File: config.mk
export PLATFORM = sky130hd
export DESIGN_NAME = messagepack_value_encoder
export DESIGN_NICKNAME = d
export VERILOG_FILES = /design/src/rtl/core/mpenc_pkg.sv /design/src/rtl/core/messagepack_value_encoder.sv
export SDC_FILE = /design/constraint.sdc
export NUM_CORES = 1
export LEC_CHECK = 0
export BUFFER_PORTS_ARGS = -buffer_cell sky130_fd_sc_hd__buf_2
export CAP_MARGIN = 20
export CORE_ASPECT_RATIO = 1.75
export CORE_MARGIN = 4
export CORE_UTILIZATION = 45
export CTS_BUF_LIST = sky130_fd_sc_hd__clkbuf_8
export DETAILED_ROUTE_END_ITERATION = 16
export HOLD_SLACK_MARGIN = 0.1
export PLACE_DENSITY = 0.73
export SETUP_SLACK_MARGIN = 0.02
export SYNTH_ARGS = -nofsm -noshare
export SYNTH_HDL_FRONTEND = slang
export SYNTH_SLANG_ARGS = --single-unit
File: constraint.sdc
create_clock -name i_clk -period 7.65 [get_ports i_clk]
set_clock_uncertainty 0.15 [all_clocks]
set_input_delay 0.765 -clock i_clk [delete_from_list [all_inputs] [get_ports i_clk]]
set_output_delay 0.765 -clock i_clk [all_outputs]
set_load 0.02 [all_outputs]
File: src/rtl/core/mpenc_pkg.sv
package mpenc_pkg;

    // Default width of the write position counter.
    localparam int POSITION_BITS_DEF = 24;

    // Field widths fixed by the interface.
    localparam int FUNC_BITS   = 4;
    localparam int VALUE_BITS  = 64;
    localparam int CAP_BITS    = 24;
    localparam int DEPTH_BITS  = 16;
    localparam int COUNT_BITS  = 24;
    localparam int STATUS_BITS = 2;

    // At most one type byte and eight payload bytes per word.
    localparam int MAX_BYTES  = 9;
    localparam int NBYTE_BITS = 4;

    typedef enum logic [FUNC_BITS-1:0] {
        FN_NIL       = 4'd0,
        FN_FALSE     = 4'd1,
        FN_TRUE      = 4'd2,
        FN_UINT      = 4'd3,
        FN_SINT      = 4'd4,
        FN_FLOAT     = 4'd5,
        FN_MAP_BEGIN = 4'd6,
        FN_MAP_END   = 4'd7,
        FN_ARR_BEGIN = 4'd8,
        FN_ARR_END   = 4'd9,
        FN_STR_HDR   = 4'd10,
        FN_STR_BYTE  = 4'd11,
        FN_RESTART   = 4'd12
    } t_func;

    typedef enum logic [STATUS_BITS-1:0] {
        ST_OK        = 2'd0,
        ST_FULL      = 2'd1,
        ST_RANGE     = 2'd2,
        ST_UNDERFLOW = 2'd3
    } t_status;

    // MessagePack type bytes.
    localparam logic [7:0] TAG_NIL    = 8'hC0;
    localparam logic [7:0] TAG_FALSE  = 8'hC2;
    localparam logic [7:0] TAG_TRUE   = 8'hC3;
    localparam logic [7:0] TAG_F64    = 8'hCB;
    localparam logic [7:0] TAG_U8     = 8'hCC;
    localparam logic [7:0] TAG_U16    = 8'hCD;
    localparam logic [7:0] TAG_U32    = 8'hCE;
    localparam logic [7:0] TAG_U64    = 8'hCF;
    localparam logic [7:0] TAG_I8     = 8'hD0;
    localparam logic [7:0] TAG_I16    = 8'hD1;
    localparam logic [7:0] TAG_I32    = 8'hD2;
    localparam logic [7:0] TAG_I64    = 8'hD3;
    localparam logic [7:0] TAG_STR16  = 8'hDA;
    localparam logic [7:0] TAG_ARR16  = 8'hDC;
    localparam logic [7:0] TAG_MAP16  = 8'hDE;
    localparam logic [7:0] TAG_FIXMAP = 8'h80;
    localparam logic [7:0] TAG_FIXARR = 8'h90;
    localparam logic [7:0] TAG_FIXSTR = 8'hA0;

    localparam logic [DEPTH_BITS-1:0] DEPTH_MAX = 16'hFFFF;

endpackage

File: src/rtl/core/messagepack_value_encoder.sv
// Channel   Dir  Group   Contents
// -------   ---  ------  ------------------------------------------------------------
// input     in   s_axis  tuser[3:0] func, tdata[63:0] value
// output    out  m_axis  tdata: out_byte, map_depth, array_depth, bytes_written;
//                        tuser: byte_valid, status; tlast marks the final word of an item
// config    in   i_cfg   i_cfg_we / i_cfg_wdata[23:0] buffer_size
//
// Each input word is decoded in the cycle it is accepted, and its whole byte plan is
// stored in the output register. An item yields one word per byte written, plus a status
// word if it fails or writes nothing: one for string bytes, depth ends and errors that
// write nothing, two for a type byte with a cut payload, up to nine for a 64-bit value.
// The output register drains one word per cycle; the next input word is taken in the
// cycle the final word of the current item leaves, so single-word items flow every cycle.
// Reset (i_rst_n low at a clock edge) clears the position, depths, pending string,
// capacity and the output register. A stall on m_axis holds the current word.
module messagepack_value_encoder #(
    parameter int POSITION_BITS = mpenc_pkg::POSITION_BITS_DEF
) (
    input  logic        i_clk,
    input  logic        i_rst_n,

    input  logic        i_cfg_we,
    input  logic [23:0] i_cfg_wdata,    // buffer_size

    input  logic        s_axis_tvalid,
    output logic        s_axis_tready,
    input  logic [63:0] s_axis_tdata,   // [63:0] value
    input  logic [3:0]  s_axis_tuser,   // [3:0] func

    output logic        m_axis_tvalid,
    input  logic        m_axis_tready,
    // [7:0] out_byte, [23:8] map_depth, [39:24] array_depth, [63:40] bytes_written
    output logic [63:0] m_axis_tdata,
    output logic [2:0]  m_axis_tuser,   // [0] byte_valid, [2:1] status
    output logic        m_axis_tlast
);

    // Width that holds both the capacity and the position.
    localparam int CW = (POSITION_BITS > mpenc_pkg::CAP_BITS) ?
                        POSITION_BITS : mpenc_pkg::CAP_BITS;
    // Signed room arithmetic: room can go negative when the capacity is lowered,
    // and the largest request is a string header plus a 65535 byte payload.
    localparam int RW = CW + 2;
    localparam logic [CW-1:0] CAP_LIM = CW'((64'd1 << POSITION_BITS) - 64'd1);
    localparam int PLAN_BITS = 8 * mpenc_pkg::MAX_BYTES;
    localparam int NB = mpenc_pkg::NBYTE_BITS;
    localparam int DB = mpenc_pkg::DEPTH_BITS;

    // Encoder state.
    logic [CW-1:0]            r_cap;
    logic [POSITION_BITS-1:0] r_pos;
    logic [DB-1:0]            r_map;
    logic [DB-1:0]            r_arr;
    logic [DB-1:0]            r_left;
    logic                     r_drop;

    logic [CW-1:0]            n_cap;
    logic [POSITION_BITS-1:0] n_pos;
    logic [DB-1:0]            n_map;
    logic [DB-1:0]            n_arr;
    logic [DB-1:0]            n_left;
    logic                     n_drop;

    // Output register: the byte plan of the item being delivered.
    logic                     r_valid;
    logic [PLAN_BITS-1:0]     r_bytes;
    logic [NB-1:0]            r_nbytes;
    logic                     r_extra;
    mpenc_pkg::t_status       r_status;
    logic [POSITION_BITS-1:0] r_base;

    // Decode of the incoming word.
    mpenc_pkg::t_func         func;
    logic [63:0]              value;
    logic [7:0]               tag;
    logic [NB-1:0]            pay;
    logic                     writes;
    logic                     str_hdr;
    logic                     restart;
    mpenc_pkg::t_status       pre_st;
    mpenc_pkg::t_status       st;
    logic [NB-1:0]            nwr;
    logic [63:0]              pay_word;
    logic [PLAN_BITS-1:0]     plan;

    logic signed [RW-1:0]     room;
    logic signed [RW-1:0]     need_b;
    logic signed [RW-1:0]     need_s;
    logic                     fit_a;
    logic                     fit_b;
    logic                     fit_s;
    logic                     hdr_ok;

    logic                     in_acc;
    logic                     out_take;
    logic                     out_last;
    logic                     out_is_byte;
    logic [POSITION_BITS-1:0] out_pos;
    logic [CW-1:0]            out_pos_ext;
    logic [CW-1:0]            cfg_ext;

    assign func  = mpenc_pkg::t_func'(s_axis_tuser);
    assign value = s_axis_tdata;

    // Usable capacity is clipped to what the position counter can reach.
    assign cfg_ext = CW'(i_cfg_wdata);
    assign n_cap   = (cfg_ext < CAP_LIM) ? cfg_ext : CAP_LIM;

    // Pick the type byte and payload length for this word.
    always_comb begin
        tag     = 8'h00;
        pay     = '0;
        writes  = 1'b0;
        str_hdr = 1'b0;
        restart = 1'b0;
        pre_st  = mpenc_pkg::ST_OK;
        n_map   = r_map;
        n_arr   = r_arr;
        unique case (func)
            mpenc_pkg::FN_NIL: begin
                tag    = mpenc_pkg::TAG_NIL;
                writes = 1'b1;
            end
            mpenc_pkg::FN_FALSE: begin
                tag    = mpenc_pkg::TAG_FALSE;
                writes = 1'b1;
            end
            mpenc_pkg::FN_TRUE: begin
                tag    = mpenc_pkg::TAG_TRUE;
                writes = 1'b1;
            end
            mpenc_pkg::FN_UINT: begin
                writes = 1'b1;
                if (value[63:7] == '0) begin
                    tag = value[7:0];
                end else if (value[63:8] == '0) begin
                    tag = mpenc_pkg::TAG_U8;
                    pay = NB'(1);
                end else if (value[63:16] == '0) begin
                    tag = mpenc_pkg::TAG_U16;
                    pay = NB'(2);
                end else if (value[63:32] == '0) begin
                    tag = mpenc_pkg::TAG_U32;
                    pay = NB'(4);
                end else begin
                    tag = mpenc_pkg::TAG_U64;
                    pay = NB'(8);
                end
            end
            mpenc_pkg::FN_SINT: begin
                writes = 1'b1;
                // Positive fixint covers 0..127, negative fixint -32..-1.
                if ((value[63:7] == '0) || (&value[63:5])) begin
                    tag = value[7:0];
                end else if ((value[63:7] == '0) || (&value[63:7])) begin
                    tag = mpenc_pkg::TAG_I8;
                    pay = NB'(1);
                end else if ((value[63:15] == '0) || (&value[63:15])) begin
                    tag = mpenc_pkg::TAG_I16;
                    pay = NB'(2);
                end else if ((value[63:31] == '0) || (&value[63:31])) begin
                    tag = mpenc_pkg::TAG_I32;
                    pay = NB'(4);
                end else begin
                    tag = mpenc_pkg::TAG_I64;
                    pay = NB'(8);
                end
            end
            mpenc_pkg::FN_FLOAT: begin
                tag    = mpenc_pkg::TAG_F64;
                pay    = NB'(8);
                writes = 1'b1;
            end
            mpenc_pkg::FN_MAP_BEGIN, mpenc_pkg::FN_ARR_BEGIN: begin
                if (value[63:16] != '0) begin
                    pre_st = mpenc_pkg::ST_RANGE;
                end else begin
                    writes = 1'b1;
                    if (value[15:4] == '0) begin
                        tag = ((func == mpenc_pkg::FN_MAP_BEGIN) ?
                               mpenc_pkg::TAG_FIXMAP : mpenc_pkg::TAG_FIXARR)
                              | {4'h0, value[3:0]};
                    end else begin
                        tag = (func == mpenc_pkg::FN_MAP_BEGIN) ?
                              mpenc_pkg::TAG_MAP16 : mpenc_pkg::TAG_ARR16;
                        pay = NB'(2);
                    end
                    // The depth counts up even when the header does not fit.
                    if (func == mpenc_pkg::FN_MAP_BEGIN) begin
                        if (r_map != mpenc_pkg::DEPTH_MAX) begin
                            n_map = r_map + DB'(1);
                        end
                    end else begin
                        if (r_arr != mpenc_pkg::DEPTH_MAX) begin
                            n_arr = r_arr + DB'(1);
                        end
                    end
                end
            end
            mpenc_pkg::FN_MAP_END: begin
                if (r_map == '0) begin
                    pre_st = mpenc_pkg::ST_UNDERFLOW;
                end else begin
                    n_map = r_map - DB'(1);
                end
            end
            mpenc_pkg::FN_ARR_END: begin
                if (r_arr == '0) begin
                    pre_st = mpenc_pkg::ST_UNDERFLOW;
                end else begin
                    n_arr = r_arr - DB'(1);
                end
            end
            mpenc_pkg::FN_STR_HDR: begin
                if (value[63:16] != '0) begin
                    pre_st = mpenc_pkg::ST_RANGE;
                end else begin
                    writes  = 1'b1;
                    str_hdr = 1'b1;
                    if (value[15:5] == '0) begin
                        tag = mpenc_pkg::TAG_FIXSTR | {3'b000, value[4:0]};
                    end else begin
                        tag = mpenc_pkg::TAG_STR16;
                        pay = NB'(2);
                    end
                end
            end
            mpenc_pkg::FN_STR_BYTE: begin
                if (r_left == '0) begin
                    pre_st = mpenc_pkg::ST_RANGE;
                end else if (r_drop) begin
                    pre_st = mpenc_pkg::ST_FULL;
                end else begin
                    tag    = value[7:0];
                    writes = 1'b1;
                end
            end
            mpenc_pkg::FN_RESTART: begin
                restart = 1'b1;
                n_map   = '0;
                n_arr   = '0;
            end
            default: begin
                // Unused codes are ignored.
            end
        endcase
    end

    // Room left in the buffer, and the three part checks.
    assign room   = $signed(RW'(r_cap)) - $signed(RW'(r_pos));
    assign need_b = $signed(RW'(pay) + RW'(1));
    assign need_s = $signed(RW'(pay) + RW'(value[15:0]) + RW'(1));
    assign fit_a  = room >= $signed(RW'(1));
    assign fit_b  = room >= need_b;
    assign fit_s  = room >= need_s;

    // Parts are all-or-nothing: the type byte first, then the payload word.
    always_comb begin
        st     = pre_st;
        nwr    = '0;
        hdr_ok = 1'b0;
        n_left = r_left;
        n_drop = r_drop;
        if (writes) begin
            if (!fit_a) begin
                st = mpenc_pkg::ST_FULL;
            end else if ((pay != '0) && !fit_b) begin
                nwr = NB'(1);
                st  = mpenc_pkg::ST_FULL;
            end else begin
                nwr    = pay + NB'(1);
                hdr_ok = 1'b1;
            end
        end
        if (func == mpenc_pkg::FN_STR_HDR) begin
            n_left = '0;
            n_drop = 1'b0;
            if (str_hdr) begin
                // The whole string payload has to fit behind its header.
                if (hdr_ok && !fit_s) begin
                    st = mpenc_pkg::ST_FULL;
                end
                n_left = value[15:0];
                n_drop = !(hdr_ok && fit_s) && (value[15:0] != '0);
            end
        end else if ((func == mpenc_pkg::FN_STR_BYTE) && (r_left != '0)) begin
            n_left = r_left - DB'(1);
            if (r_left == DB'(1)) begin
                n_drop = 1'b0;
            end
        end else if (restart) begin
            n_left = '0;
            n_drop = 1'b0;
        end
    end

    // Payload bytes are placed big-endian right behind the type byte.
    always_comb begin
        unique case (pay)
            NB'(1):  pay_word = {value[7:0], 56'h0};
            NB'(2):  pay_word = {value[15:0], 48'h0};
            NB'(4):  pay_word = {value[31:0], 32'h0};
            NB'(8):  pay_word = value;
            default: pay_word = 64'h0;
        endcase
    end

    assign plan  = {tag, pay_word};
    assign n_pos = restart ? '0 : (r_pos + POSITION_BITS'(nwr));

    // Output side. A byte word is pending while r_nbytes is nonzero; after the
    // bytes comes one status word when the item failed or wrote nothing.
    assign out_is_byte = (r_nbytes != '0);
    assign out_last    = (r_nbytes == '0) || ((r_nbytes == NB'(1)) && !r_extra);
    assign out_take    = r_valid && m_axis_tready;
    assign in_acc      = s_axis_tvalid && s_axis_tready;
    assign s_axis_tready = !r_valid || (m_axis_tready && out_last);

    assign out_pos     = out_is_byte ? (r_base + POSITION_BITS'(1)) : r_base;
    assign out_pos_ext = CW'(out_pos);

    // Depths only change when a new item is accepted, and that happens at the
    // edge the current item's final word leaves, so the state registers always
    // hold the depths after the item being delivered.
    assign m_axis_tvalid = r_valid;
    assign m_axis_tlast  = out_last;
    assign m_axis_tdata  = {out_pos_ext[mpenc_pkg::COUNT_BITS-1:0], r_arr, r_map,
                            out_is_byte ? r_bytes[PLAN_BITS-1 -: 8] : 8'h00};
    assign m_axis_tuser  = {out_is_byte ? mpenc_pkg::ST_OK : r_status, out_is_byte};

    always_ff @(posedge i_clk) begin
        if (!i_rst_n) begin
            r_cap    <= '0;
            r_pos    <= '0;
            r_map    <= '0;
            r_arr    <= '0;
            r_left   <= '0;
            r_drop   <= 1'b0;
            r_valid  <= 1'b0;
            r_nbytes <= '0;
            r_extra  <= 1'b0;
        end else begin
            if (i_cfg_we) begin
                r_cap <= n_cap;
            end
            if (in_acc) begin
                r_pos    <= n_pos;
                r_map    <= n_map;
                r_arr    <= n_arr;
                r_left   <= n_left;
                r_drop   <= n_drop;
                r_valid  <= 1'b1;
                r_nbytes <= nwr;
                r_extra  <= (st != mpenc_pkg::ST_OK) || (nwr == '0);
            end else if (out_take) begin
                if (out_last) begin
                    r_valid <= 1'b0;
                end else begin
                    r_nbytes <= r_nbytes - NB'(1);
                end
            end
        end
    end

    // Payload of the output register.
    always_ff @(posedge i_clk) begin
        if (in_acc) begin
            r_bytes  <= plan;
            r_status <= st;
            r_base   <= restart ? '0 : r_pos;
        end else if (out_take && !out_last && out_is_byte) begin
            r_bytes <= {r_bytes[PLAN_BITS-9:0], 8'h00};
            r_base  <= r_base + POSITION_BITS'(1);
        end
    end

endmodule

==> qor.yml <==
critical_path:
  arrival_ns: 6.80
  rrSetupSlack_ns: 2.21
  cp_common_cell: "a21o_1"
  crit_family: "simple AND/OR/NAND/NOR gates"
  crit_fanout: 16
  cp_slowest_cell: "or3_1"
  critPathCaptureType: "flip-flop"
  crit_buf_inv: 2
  path_class: "in -> reg"
  cp.required_ns: 7.99
  cp-start-kind: "primary input"
  slowest_delay_ns: 0.49
timing:
  hold_ws_ns: 0.319
  fin_ws_ns: 1.18
  finalHoldViolCount: 0
  drv_slew: 0
  fmax_mhz: 155
  setup_viol: 0
  fin_setup_tns_ns: 0
  slew_headroom_pct: 36.2
  min_period_over_period_pct: 84.5
  period_needed_ns: 6.47
  rsz0062_at_grt: "false"
  tightest_slew_ns: 0.957
clock_network:
  cts_tree: "done"
  cts-resized-gates: 0
  hold_buffers: 0
  clk_latency_ns: 0.56
  clockBufferDepth: 3
  h-tree-depth: 2
  post_cts_buffers: 0
  cts_sinks: 201
  cts_root_buf: "clkbuf_8"
  cts_made_buffers: 34
  clkTransAtPathRegs_ns: 0.07
grt:
  grt-ovfl-total: 0
  antenna_found_initial: 5
  grt_use_total_pct: 26.4
  grt_max_degree: 87
  grt_pass1_vias: 14100
  grt_pass1_wl_mm: 76.7
power:
  power_density_mw_per_mm2: 184
  p_int_mw: 2.05
  combinationalPowerShare_pct: 24.7
  leakage_nw: 6.83
  pwr-share-clk_pct: 33.0
  totalPowerFinal_mw: 3.07
  power_switching_mw: 1.02
  seqPwrFrac_pct: 42.3
  switching_share_pct: 33.4
  ir_worst_vdd_v: 0.000125
die:
  initial_core_util_pct: 45.9
  io_pins: 167
  dieArea_mm2: 0.0362
  core-area_mm2: 0.0324
  num_rows: 87
  die_h_um: 249
  die_w_um: 145
place:
  gp_congestion: 0.996
  pre_cts_ws_ns: 0.757
  port-buffer-count: 166
  dp_hpwl_mm: 37.4
  placed_cell_area_mm2: 0.0160
  dp.cells: 2247
synthesis:
  synth.net_count: 1949
  seq_area_frac_synth_pct: 33.6
  synth-edff-count: 98
  synth_ff_type: "dfxtp_1"
  synth_warnings: 0
  synth_cells: 1757
  synth_cell_types: 89
  syn_area_mm2: 0.0149
  async_flop_share_pct: 0
  avgSynthCellArea_um2: 8.47
  synth-seq-cells: 201
cells_and_area:
  post-route-util_pct: 51.6
  final_nets: 2077
  final-instance-count-excl-fill: 2314
  postLayoutCellArea_mm2: 0.0167
  syn2layout_area_growth_pct: 12.4
  final_layout_size_suffix_gt1_share_pct: 15.9
  fill_cells: 3114
detailed_routing:
  vias: 14300
  drc_errors: 0
  drtPass1Iterations: 9
  antenna_left: 0
  routed_wl_mm: 50.2
  drt_iter0_markers: 1388
  avgViaCountPerCell: 6.17
  wl_per_cell_um: 21.7
job:
  cap_violations: 0
hold_path:
  hp-class: "in -> reg"
outcome:
  outcome: "completed"
-- state kept, by name (all words and copies together), names as in the netlist --
name	flops
r_cap	24
r_bytes	72
m_axis_tvalid	1
r_extra	1
r_nbytes	4
r_drop	1
r_base	24
r_pos	24
r_arr	16
r_map	16
r_left	16
r_status	2
-- layout make-up --
cell class / count / area, um^2 / area share, %
repair buffers: 194 / 1040 / 6.25
clock inverters: 21 / 141 / 0.845
diodes: 3 / 7.51 / 0.0449
multi-input cells: 1393 / 9230 / 55.2
well taps: 400 / 500 / 2.99
clock buffers: 41 / 564 / 3.37
flip-flops and latches: 201 / 5000 / 29.9
inverters: 61 / 230 / 1.38
-- logic make-up (layout without fill, tap and decap cells) --
| kind of cell | Yosys count | count (layout) | synth area share [%] |
|---|---|---|---|
| AND/OR/NAND/NOR | 675 | 675 | 23.7 |
| AO/OA/AOI/OAI | 477 | 477 | 21.3 |
| flip-flops | 201 | 201 | 33.6 |
| buffers and inverters | 163 | 317 | 4.45 |
| XOR/XNOR | 117 | 117 | 6.88 |
| adder cells (fa/ha/maj) | 95 | 95 | 8.19 |
| multiplexers | 28 | 28 | 1.88 |
| other | 1 | 4 | 0.0252 |
-- worst min-delay path: cells and delay by family --
kind,cells,cell delay (ns)
buffers and inverters,1,0.07
muxes,1,0.05
and+or+nand+nor,1,0.09
-- worst paths after layout --
| kind | from | endpoint | cells past startpoint |
|---|---|---|---|
| max | s_axis_tdata[44] | r_pos[15] | 27 |
| min | i_cfg_wdata[4] | r_cap[4] | 3 |
| max reg2reg | r_cap[0] | r_pos[22] | 22 |
| min reg2reg | r_nbytes[1] | r_nbytes[1] | 2 |
-- synth_stat cells, types with 42 or more instances --
cell type  number  area, um^2
a21o_1         42         315
a21oi_1       116         581
clkbuf_1       69         259
dfxtp_1       103        2060
edfxtp_1       98        2940
ha_1           91        1140
inv_1          60         225
nand2_1       193         724
nand3_1        86         430
nor2_1         88         330
nor2b_1        61         382
o21ai_0       124         621
xnor2_1        81         709
-- routing by layer --
layer	vias to the layer above	GRT usage [%]	share of wire [%]
li1	6720	-	-
met1	6722	25.8	33
met2	590	48.4	51
met3	241	4.01	5.2
met4	4	22.0	10
met5	-	0	0.054
-- power groups by stage --
stage | Clock, mW | Sequential [mW] | Combinational, mW
6_report | 1.01 | 1.30 | 0.759
5_1_grt | 1.08 | 1.31 | 0.827
4_1_cts | 1.03 | 1.30 | 0.756
3_5_place_dp | 0 | 1.32 | 0.751
3_3_place_gp | 0 | 1.32 | 0.742
2_1_floorplan | 0 | 1.31 | 0.512
-- cell usage in the layout, fill, tap and decap left out, types with 6 or more instances in the layout --
| master | instances |
|---|---|
| a22oi_1 | 38 |
| nand2_1 | 192 |
| o21ai_0 | 123 |
| o31ai_1 | 8 |
| buf_2 | 166 |
| a21boi_0 | 10 |
| nand3_1 | 86 |
| inv_1 | 61 |
| nand4_1 | 39 |
| a222oi_1 | 16 |
| clkinv_2 | 12 |
| nor3_2 | 11 |
| o211ai_1 | 10 |
| nand2b_1 | 10 |
| dfxtp_1 | 103 |
| o21bai_1 | 7 |
| nor4_1 | 34 |
| a21oi_1 | 116 |
| edfxtp_1 | 98 |
| a211oi_1 | 10 |
| and2_1 | 29 |
| nor2_1 | 88 |
| or2_2 | 8 |
| xnor2_1 | 81 |
| mux2i_1 | 28 |
| xor2_1 | 36 |
| ha_1 | 91 |
| nor3b_1 | 11 |
| a21o_2 | 7 |
| and3_1 | 38 |
| buf_4 | 27 |
| and4_1 | 6 |
| or3_1 | 14 |
| a21o_1 | 42 |
| clkbuf_8 | 41 |
| nor3_1 | 27 |
| o21a_1 | 9 |
| a31oi_1 | 15 |
| nor2b_1 | 61 |
Power figures use the tool's default switching activity.
